==> src/design/ipv6pag_pkg.sv <==
// shared types and constants of the ipv6 prefix address generator
package ipv6pag_pkg;

    // address width and derived widths
    localparam int ADDR_BITS = 128;
    localparam int SHIFT_W   = $clog2(ADDR_BITS);
    localparam int IDX_W     = $clog2(ADDR_BITS);
    localparam int HALF_BITS = ADDR_BITS / 2;

    // reset value of every network, counter and base: ::1
    localparam logic [ADDR_BITS-1:0] ADDR_ONE = ADDR_BITS'(1);

    // action codes
    localparam logic [2:0] ACT_INIT      = 3'd0;
    localparam logic [2:0] ACT_GET_NET   = 3'd1;
    localparam logic [2:0] ACT_NEXT_NET  = 3'd2;
    localparam logic [2:0] ACT_GET_ADDR  = 3'd3;
    localparam logic [2:0] ACT_NEXT_ADDR = 3'd4;

    // input word
    typedef struct packed {
        logic [2:0]           action;
        logic [HALF_BITS-1:0] mask_hi;
        logic [HALF_BITS-1:0] mask_lo;
        logic [HALF_BITS-1:0] net_hi;
        logic [HALF_BITS-1:0] net_lo;
        logic [HALF_BITS-1:0] iid_hi;
        logic [HALF_BITS-1:0] iid_lo;
    } t_in_word;

    // output word
    typedef struct packed {
        logic [HALF_BITS-1:0] addr_hi;
        logic [HALF_BITS-1:0] addr_lo;
        logic                 bad_prefix;
    } t_out_word;

    // commands from the controller to the datapath
    typedef struct packed {
        logic load;    // capture the input word
        logic decode;  // find shift, slot index and mask check
        logic read;    // read the slot
        logic exec;    // compute, write back the slot, load the output word
    } t_ctl_cmd;

endpackage

==> src/design/ipv6pag_ctrl.sv <==
// controller state machine of the ipv6 prefix address generator
module ipv6pag_ctrl (
    input  logic                  i_clk,
    input  logic                  i_rst_n,
    input  logic                  i_in_valid,
    output logic                  o_in_ready,
    output logic                  o_out_valid,
    input  logic                  i_out_ready,
    output ipv6pag_pkg::t_ctl_cmd o_cmd
);

    typedef enum logic [3:0] {
        S_IDLE = 4'b0001,
        S_DEC  = 4'b0010,
        S_RD   = 4'b0100,
        S_EX   = 4'b1000
    } t_state;

    t_state r_state, n_state;
    logic   r_out_vld, n_out_vld;
    logic   exec_go;

    // the result may be loaded once the output register is free or draining
    assign exec_go = (r_state == S_EX) && (!r_out_vld || i_out_ready);

    // next state
    always_comb begin
        n_state = r_state;
        case (r_state)
            S_IDLE: begin
                if (i_in_valid) begin
                    n_state = S_DEC;
                end
            end
            S_DEC: begin
                n_state = S_RD;
            end
            S_RD: begin
                n_state = S_EX;
            end
            S_EX: begin
                if (exec_go) begin
                    n_state = S_IDLE;
                end
            end
            default: begin
                n_state = S_IDLE;
            end
        endcase
    end

    // output word valid flag
    always_comb begin
        n_out_vld = (r_out_vld && !i_out_ready) || exec_go;
    end

    always_ff @(posedge i_clk) begin
        if (!i_rst_n) begin
            r_state   <= S_IDLE;
            r_out_vld <= 1'b0;
        end else begin
            r_state   <= n_state;
            r_out_vld <= n_out_vld;
        end
    end

    // handshake and datapath commands
    assign o_in_ready   = (r_state == S_IDLE);
    assign o_out_valid  = r_out_vld;
    assign o_cmd.load   = (r_state == S_IDLE) && i_in_valid;
    assign o_cmd.decode = (r_state == S_DEC);
    assign o_cmd.read   = (r_state == S_RD);
    assign o_cmd.exec   = exec_go;

endmodule

==> config.mk <==
export PLATFORM = sky130hd
export DESIGN_NAME = ipv6pag_ctrl
export DESIGN_NICKNAME = d
export VERILOG_FILES = /design/src/design/ipv6pag_pkg.sv /design/src/design/ipv6pag_ctrl.sv
export SDC_FILE = /design/constraint.sdc
export NUM_CORES = 1
export LEC_CHECK = 0
export BUFFER_PORTS_ARGS = -buffer_cell sky130_fd_sc_hd__buf_2
export CORE_AREA = 2 2 39 41
export CTS_CLUSTER_SIZE = 24
export DETAILED_ROUTE_END_ITERATION = 8
export DIE_AREA = 0 0 41 43
export REMOVE_ABC_BUFFERS = 1
export SYNTH_ARGS = -nofsm -noshare
export SYNTH_HDL_FRONTEND = slang
export SYNTH_SLANG_ARGS = --single-unit
export TNS_END_PERCENT = 5
==> constraint.sdc <==
create_clock -name i_clk -period 2.8 [get_ports i_clk]
set_clock_uncertainty 0.15 [all_clocks]
set_input_delay 0.28 -clock i_clk [delete_from_list [all_inputs] [get_ports i_clk]]
set_output_delay 0.28 -clock i_clk [all_outputs]
set_load 0.1 [all_outputs]
==> metrics, run 1 <==
Slew @ Worst Pin=0.485 ns; Post-synth EDFFs=0; largest net degree at the start of global routing=9; GP Congestion=a little under 0.8; pwr dens=around 630 mW/mm²; via count=233; leak pwr=roughly 0.17 nW; Final min period=around 2.1 ns; Filler cells=around 150; CP startpoint=r_state[3]; via density per instance=between 4 and 5; Hold Vio Cnt, Final=0; clock buffer depth=2; slowest CP cell=dfxtp_1; Inserted Clock Buffers=3; status=finished clean; Initial DRT Pass Iterations=4; Post-CTS Setup Inserts=0; max cap viols=0; crit path cell chain=inv_2 > nor4_2 > nor2b_1 > buf_2; H-tree depth=1; Post-synth top flop=dfxtp_1; Nets=45; sequential-to-total area share from yosys stat=about a third; worst-path maximum fanout=5; Final Slew Violations=0; Avg Cell Area, Syn=9.80 µm²; RSZ-0062 raised after global routing=false; CTS clock-pin slew for the worst setup and hold paths=approximately 0.040 ns; Area Growth Syn to Fin=24.3%; Ant. Diodes=0; antenna violations before repair=0; Slew headroom=67.9%; GRT overflow=0; final wirelength=approximately 520 µm; Final ANT Viol Nets=0; Tot Pwr=0.231 mW; die area=roughly 0.0018 mm²; DR iter-0 viols=1; Starting Density=between 20% and 30%; vias in the first global route=about 210; CP arrival=approximately 1.7 ns; Synth area leader=dfxtp_1; Synth top area share=around a third; core area=between 0.001 and 0.0015 mm²; drt wl/cell=9.32 µm; CTS tree=yes; Largest stage delay, worst path=approximately 0.45 ns; Crit Path Class=reg -> out; hold_ws=between 0.1 and 0.15 ns; number of port buffers=9; CTS resizes=0; # hold bufs at CTS=0; count leader, synth=dfxtp_1; most area-consuming cells after synthesis=dfxtp_1 34%, nor4b_4 8.1%, and3_2 5.1%, buf_4 5.1%, nor4b_2 5.1%; period utilisation layout=approximately 75%; share of flip-flops with an asynchronous set or reset=0%; Placed Instances=between 50 and 60; FMAX=475 MHz; Final setup viols=0; register-to-register setup slack=1.49 ns; synthesis-stage register bit count=5; Min-Delay Path Class=in -> reg; clk_lat worst skew=0.24 ns; post-DP HPWL=a little over 400 µm; worst flop-to-flop path startpoint=r_state[2]; Peak VDD IR=0.000183 V; post-synthesis cell type count=20; Setup crit end kind=output pin; CTS Sinks=5; Die Y=between 40 and 50 µm; # IOs=10; All-Layer GR Usage=between 7 and 8%; Root Driver=clkbuf_4; Warnings, synthesis=0; DIE WIDTH=just over 40 µm; DRC=0; reg2reg end=r_state[0]; # rows=14; CP Launch Type=flip-flop; Worst setup endpoint=o_cmd[0]; worst reg2reg path depth=3; setup TNS=0 ns; first-pass GRT wire length=855 µm; Syn Std Cell Area=a little under 300 µm²; post-synthesis cell count=30; Critical Path RT=2.37 ns; layout cells sized above 1=47.5%; fin cells=56
-- critical path: cells and delay by family, from the launching register on --
kind                   cells  cell delay [ns]
buffers and inverters      2             0.51
and+or+nand+nor            2             0.48
DFF                        1             0.45
-- cells by family (layout without fill, tap and decap cells) --
family	count (synthesis)	count (layout)	share of synthesized area (%)
XOR/XNOR	1	1	2.98
multiplexers	1	1	3.40
flip-flops	5	5	34.0
AND/OR/NAND/NOR	14	14	39.6
buffers and inverters	5	15	9.36
AO/OA/AOI/OAI	4	4	10.6
-- layout make-up --
| cell class | instances | area (µm²) | share of cell area (%) |
|---|---|---|---|
| multi-input combinational | 20 | 166 | 45.5 |
| clock buffer | 4 | 26.3 | 7.19 |
| sequential | 5 | 100 | 27.4 |
| inverter | 2 | 7.51 | 2.05 |
| tap | 16 | 20.0 | 5.48 |
| timing repair buffer | 9 | 45.0 | 12.3 |
-- worst min path at each step --
stage | startpoint | to | slack, ns | depth (start not counted)
4_1_cts | i_rst_n | r_state[0] | 0.13 | 2
3_3_place_gp | i_rst_n | r_state[0] | 0.36 | 2
6_report | i_rst_n | r_state[0] | 0.13 | 2
2_1_floorplan | i_rst_n | r_state[0] | 0.21 | 1
5_1_grt | i_rst_n | r_state[0] | 0.13 | 2
3_5_place_dp | i_rst_n | r_state[0] | 0.37 | 2
-- through the flow --
stage | util (%) | setup WS, ns | instance area (µm²)
finish | 26.4 | 0.697 | 365
global route | 26.4 | 0.580 | 365
CTS | 26.4 | 0.671 | 365
detailed placement | 24.5 | 0.941 | 339
global placement | 24.5 | 0.953 | 339
floorplan | - | -0.0755 | 274
-- layout by cell type, fill, tap and decap left out, drive strengths merged, types with 2 or more instances in the layout --
| master | synthesis | layout |
|---|---|---|
| nor2b | 2 | 2 |
| and3 | 3 | 3 |
| buf | 3 | 9 |
| dfxtp | 5 | 5 |
| and2 | 2 | 2 |
| clkbuf | 0 | 4 |
| nor2 | 2 | 2 |
| nor4b | 2 | 2 |
| inv | 2 | 2 |
-- flip-flops by register name, summed over array words and instances, names as in the netlist --
signal / cells
o_out_valid: 1
r_state: 4
-- routing by layer --
layer	GRT usage (%)	vias up	part of all wire (%)
met4	10.0	0	0
met2	8.75	4	51
met3	1.57	0	3.4
li1	-	124	-
met5	0	-	0
met1	9.65	105	46
-- report_power, final --
group          leakage, nW  total, mW  switching, mW  internal [mW]
sequential          0.0408     0.0823        0.00717         0.0751
combinational        0.117     0.0674         0.0499         0.0175
clock               0.0150     0.0813         0.0275         0.0537
(Power assumes the default switching activity.)
==> inputs of run 2 (changes only) <==
--- a/config.mk
+++ b/config.mk
@@ -5,6 +5,7 @@
 export SDC_FILE = /design/constraint.sdc
 export NUM_CORES = 1
 export LEC_CHECK = 0
+export ABC_AREA = 1
 export BUFFER_PORTS_ARGS = -buffer_cell sky130_fd_sc_hd__buf_2
 export CORE_AREA = 2 2 39 41
 export CTS_CLUSTER_SIZE = 24
==> constraint.sdc (replaced) <==
create_clock -name i_clk -period 1.83 [get_ports i_clk]
set_clock_uncertainty 0.15 [all_clocks]
set_input_delay 0.183 -clock i_clk [delete_from_list [all_inputs] [get_ports i_clk]]
set_output_delay 0.183 -clock i_clk [all_outputs]
set_load 0.1 [all_outputs]
==> run 2 against run 1 <==
Net effect:
- synthesized cell count is 50% higher
- non-clock buffer count stayed put
- clock-buffer cell count stayed put
- clock power is 54% higher
- worst hold slack worse by 0.068 ns
- first-iteration DRC count is 100% lower
- critical path depth stayed put
==> metrics, run 2 <==
status=finished clean; RSZ-0062 raised after global routing=false; largest family of logic cells by synthesized area=simple AND/OR/NAND/NOR gates; Placed Instances=68; Starting Density=between 10% and 20%; antenna violations before repair=0; leak pwr=0.213 nW; Warnings, synthesis=0; Syn Std Cell Area=between 200 and 300 µm²; Final setup viols=0; Setup crit end kind=output pin; Synth Area in Simple Gates=36.5%; post-synthesis cell count=45; CP Launch Type=flip-flop; layout cells sized above 1=between 30 and 40%; Compound-Gate Fraction of Synth Area=roughly 3.7%; Tot Pwr=approximately 0.35 mW; Post-synth top flop=dfxtp_1; number of port buffers=9; setup TNS=0 ns; Initial DRT Pass Iterations=1; Ant. Diodes=0; # IOs=10; GRT overflow=0; Nets=around 60; CP arrival=1.36 ns; drt wl/cell=about 6.9 µm; Slew @ Worst Pin=about 0.49 ns; count leader, synth=inv_1; Int Pwr=about 0.22 mW; CTS tree=yes; Synth area leader=dfxtp_1; Critical Path RT=1.50 ns; CTS clock-pin slew for the worst setup and hold paths=0.04 ns; slowest CP cell=buf_2; DIE WIDTH=just over 40 µm; final wirelength=498 µm; Final Slew Violations=0; FMAX=between 500 and 600 MHz; synthesis-stage register bit count=5; # rows=14; most area-consuming cells after synthesis=dfxtp_1 37%, inv_1 16%, nand2_1 11%, nor2_1 11%, nor2_2 6.8%; DP Worst Slack=0.411 ns; most common cell after layout, fill and taps aside=inv_1; placed inst area=around 320 µm²; Sw Share=between 30% and 40%; clock buffer depth=2; post-synthesis cell type count=11; Largest stage delay, worst path=around 0.42 ns; Inserted Clock Buffers=3; Crit Path Class=reg -> out; Filler cells=between 150 and 200; Clock power frac=between 30 and 40%; GP Congestion=a little under 0.8; cell area after layout=approximately 350 µm²; Min-Delay Path Class=in -> reg; worst-path maximum fanout=3; Die Y=around 43 µm; via count=roughly 260; CTS resizes=0; first-pass GRT wire length=roughly 830 µm; Slew headroom=between 60% and 70%; Avg Cell Area, Syn=6.09 µm²; max reg flops=4; Hold Vio Cnt, Final=0; Post-CTS Setup Inserts=0; share of flip-flops with an asynchronous set or reset=0%; post-synthesis adder-cell area fraction=0%; Synth top area share=between 30% and 40%; DR iter-0 viols=0; core area=around 0.0014 mm²; # hold bufs at CTS=0; crit path cell chain=nor2_1 > nand2_1 > nor2_1 > buf_2; DRC=0; Area Growth Syn to Fin=27.9%; Psw=~0.13 mW; largest register by flop count=r_state; xor and xnor area share after synthesis=0%; Peak VDD IR=between 0.00015 and 0.0002 V; Final ANT Viol Nets=0; die area=about 0.0018 mm²; Gate power share=about 30%; via density per instance=~3.6; post-DP HPWL=approximately 420 µm; multiplexer share of the synthesized area=0%; vias in the first global route=~230; Synth top cells by count=12 x inv_1, 8 x nand2_1, 8 x nor2_1; Crit path top cell by count=nor2_1; Sequential Power Share=34.2%; clk_lat worst skew=about 0.24 ns; CTS Sinks=5; largest net degree at the start of global routing=5; H-tree depth=1; pwr dens=~990 mW/mm²; Post-synth EDFFs=0; sequential-to-total area share from yosys stat=36.5%; All-Layer GR Usage=under 10%; max cap viols=0; worst setup margin=approximately 0.14 ns; period utilisation layout=92.3%; Final min period=approximately 1.7 ns; commonest cells after routing, fill and taps aside=12 x inv_1, 9 x buf_2, 8 x nor2_1, 8 x nand2_1, 5 x dfxtp_1; Root Driver=clkbuf_4; fin cells=just over 70
run 2: path summary, 6_finish.rpt:
path / startpoint / endpoint / slack, ns / cells after the start
worst min-delay path: i_rst_n / r_state[0] / 0.06 / 4
worst max-delay path: r_state[1] / o_cmd[0] / 0.14 / 4
worst min register to register: o_out_valid / o_out_valid / 0.40 / 4
worst max register to register: r_state[1] / r_state[0] / 0.73 / 6
run 2: kinds of logic (layout without fill, tap and decap cells):
family          count (synthesis)  in the layout
flops                           5              5
compound gates                  2              2
buf+inv                        15             26
simple gates                   23             23
run 2: power groups by stage:
stage          Clock, mW  Sequential [mW]  Combinational, mW
2_1_floorplan          0            0.120             0.0893
6_report           0.125            0.119              0.104
4_1_cts            0.132            0.119              0.105
5_1_grt            0.141            0.120              0.113
3_3_place_gp           0            0.120              0.104
3_5_place_dp           0            0.121              0.105
run 2: layer usage:
metal	routed length (µm)	share of wire, %	track usage, %	up-vias
met3	41	8.2	4.71	2
met2	208	42	8.13	9
li1	-	-	-	147
met4	8	1.6	6.00	0
met5	0	0	0	-
met1	239	48	9.94	104
run 2: worst max-delay path: cells and delay by family, from the launching register on:
kind                   cells  cell delay (ns)
AND/OR/NAND/NOR            3             0.37
buffers and inverters      1             0.42
flip-flops                 1             0.32
run 2: metrics by stage:
step / hold WS (ns) / utilization (%)
after floorplan: 0.179 / -
after global routing: 0.0859 / 25.3
after CTS: 0.0571 / 25.3
after detailed placement: 0.310 / 23.4
final: 0.0611 / 25.3
after global placement: 0.308 / 23.4
run 2: cell type report:
type	count	area (µm²)	area share (%)
well taps	16	20.0	5.71
multi-input cells	25	110	31.4
repair buffers	9	45.0	12.9
clock buffers	4	26.3	7.50
inverters	13	48.8	13.9
flip-flops and latches	5	100	28.6
==> inputs of run 3 (changes only) <==
--- a/config.mk
+++ b/config.mk
@@ -11,7 +11,6 @@
 export CTS_CLUSTER_SIZE = 24
 export DETAILED_ROUTE_END_ITERATION = 8
 export DIE_AREA = 0 0 41 43
-export REMOVE_ABC_BUFFERS = 1
 export SYNTH_ARGS = -nofsm -noshare
 export SYNTH_HDL_FRONTEND = slang
 export SYNTH_SLANG_ARGS = --single-unit
==> run 3 against run 2 <==
Net effect:
- register-to-register slack barely moved
- sequential power about the same
- fmax increased by 1.8%
- combinational power about the same
- global-route usage decreased by 0.29 points
- power rose by 0.14%
- cell area rose by 0.71%
- sequential cell count unchanged
- non-clock buffer count unchanged
- worst hold slack better by 0.0027 ns
- clock-buffer cell count unchanged
- via count fell by 1.9%
- critical path type unchanged
==> metrics, run 3 (synthesis gave the netlist of run 2 again) <==
# IOs=10; CP arrival=between 1 and 1.5 ns; Int Pwr=0.217 mW; max reg flops=4; Clock power frac=roughly 36%; Psw=about 0.13 mW; Slew headroom=between 60% and 70%; Crit Path Class=reg -> out; worst flop-to-flop path startpoint=o_out_valid; drt wl/cell=between 6 and 7 µm; period utilisation layout=90.7%; Min-Delay Path Class=in -> reg; layout cells sized above 1=32.1%; first-pass GRT wire length=a little under 800 µm; Initial DRT Pass Iterations=2; Root Driver=clkbuf_4; reg2reg end=r_state[0]; All-Layer GR Usage=~7.2%; Slew @ Worst Pin=just under 0.5 ns; worst-path maximum fanout=3; RSZ-0062 raised after global routing=false; Final min period=about 1.7 ns; via density per instance=between 3 and 4; final wirelength=488 µm; GRT overflow=0; Gate power share=around 30%; post-DP HPWL=between 400 and 500 µm; slowest CP cell=buf_2; hold_sp=i_rst_n; number of port buffers=9; # hold bufs at CTS=0; H-tree depth=1; most common cell after layout, fill and taps aside=inv_1; Nets=approximately 60; CP startpoint=r_state[3]; Post-CTS Setup Inserts=0; hold_ws=approximately 0.064 ns; status=finished clean; Final ANT Viol Nets=0; setup TNS=0 ns; Die Y=about 43 µm; CTS tree=yes; Hold Vio Cnt, Final=0; CTS clock-pin slew for the worst setup and hold paths=~0.040 ns; Largest stage delay, worst path=roughly 0.42 ns; leak pwr=roughly 0.21 nW; commonest cells after routing, fill and taps aside=12 x inv_1, 9 x buf_2, 8 x nand2_1; Ant. Diodes=0; # rows=14; Critical Path RT=~1.5 ns; antenna violations before repair=0; via count=257; CP Launch Type=flip-flop; clock buffer depth=2; clk_lat worst skew=around 0.24 ns; post-synth net total=49; largest register by flop count=r_state; DIE WIDTH=41 µm; FMAX=around 600 MHz; register-to-register setup slack=approximately 0.72 ns; Sequential Power Share=around a third; CTS resizes=0; crit path cell chain=inv_1 > nor2_2 > nand2_1 > nor2_1 > buf_2; vias in the first global route=~200; DR iter-0 viols=6; die area=between 0.0015 and 0.002 mm²; Area Growth Syn to Fin=28.8%; max cap viols=0; pwr dens=between 900 and 1000 mW/mm²; Inserted Clock Buffers=3; GP Congestion=about 0.79; Final setup viols=0; worst reg2reg path depth=7; Sw Share=about 38%; Setup crit end kind=output pin; Min-Delay Endpoint=r_state[0]; Starting Density=19.8%; core area=between 0.001 and 0.0015 mm²; Final Slew Violations=0; largest net degree at the start of global routing=5; DRC=0; Peak VDD IR=between 0.0002 and 0.0003 V; CTS Sinks=5; worst hold stages=4
==> run 3: changes by cell type in the layout (fill, tap and decap cells not counted) <==
cell	previous run	this run
nor2_2	3	4
nor2_1	8	7
==> run 3: layout make-up <==
type | instances | area, µm²
clock buffers | 4 | 26.3
repair buffers | 9 | 45.0
well taps | 16 | 20.0
inverters | 13 | 48.8
fillers | 158 | 1030
flip-flops and latches | 5 | 100
multi-input cells | 25 | 113
==> run 3: worst max-delay path by stage <==
stage,endpoint,cells after the start
finish,o_cmd[0],5
global route,o_cmd[0],4
CTS,o_cmd[0],5
detailed placement,o_cmd[0],5
global placement,o_cmd[3],4
floorplan,o_cmd[0],4
==> run 3: critical path, delay by kind of cell (launching register included) <==
kind	cells	cell delay [ns]
buf+inv	2	0.48
flops	1	0.35
simple gates	3	0.25
==> run 3: power by group through the flow <==
stage               registers (mW)  clock network (mW)  logic (mW)
global placement             0.121                   0       0.106
detailed placement           0.121                   0       0.106
floorplan                    0.120                   0      0.0911
finish                       0.119               0.124       0.105
global route                 0.119               0.143       0.114
CTS                          0.119               0.133       0.106
==> run 3: metal layers <==
layer	track usage, %	part of all wire, %	vias up
li1	-	-	148
met1	8.68	51	100
met2	7.50	38	9
met3	4.71	10	0
met4	8.00	0	0
met5	0	0	-
==> run 3: stage by stage <==
stage               worst slack, ns  util, %  std cells  power (mW)  instance area [µm²]
detailed placement            0.415     23.6         68       0.227                  327
finish                        0.170     25.5         72       0.348                  353
floorplan                    0.0319        -         45       0.211                  277
global route                 0.0445     25.5         72       0.376                  353
global placement              0.421     23.6         68       0.226                  327
CTS                           0.151     25.5         72       0.358                  353
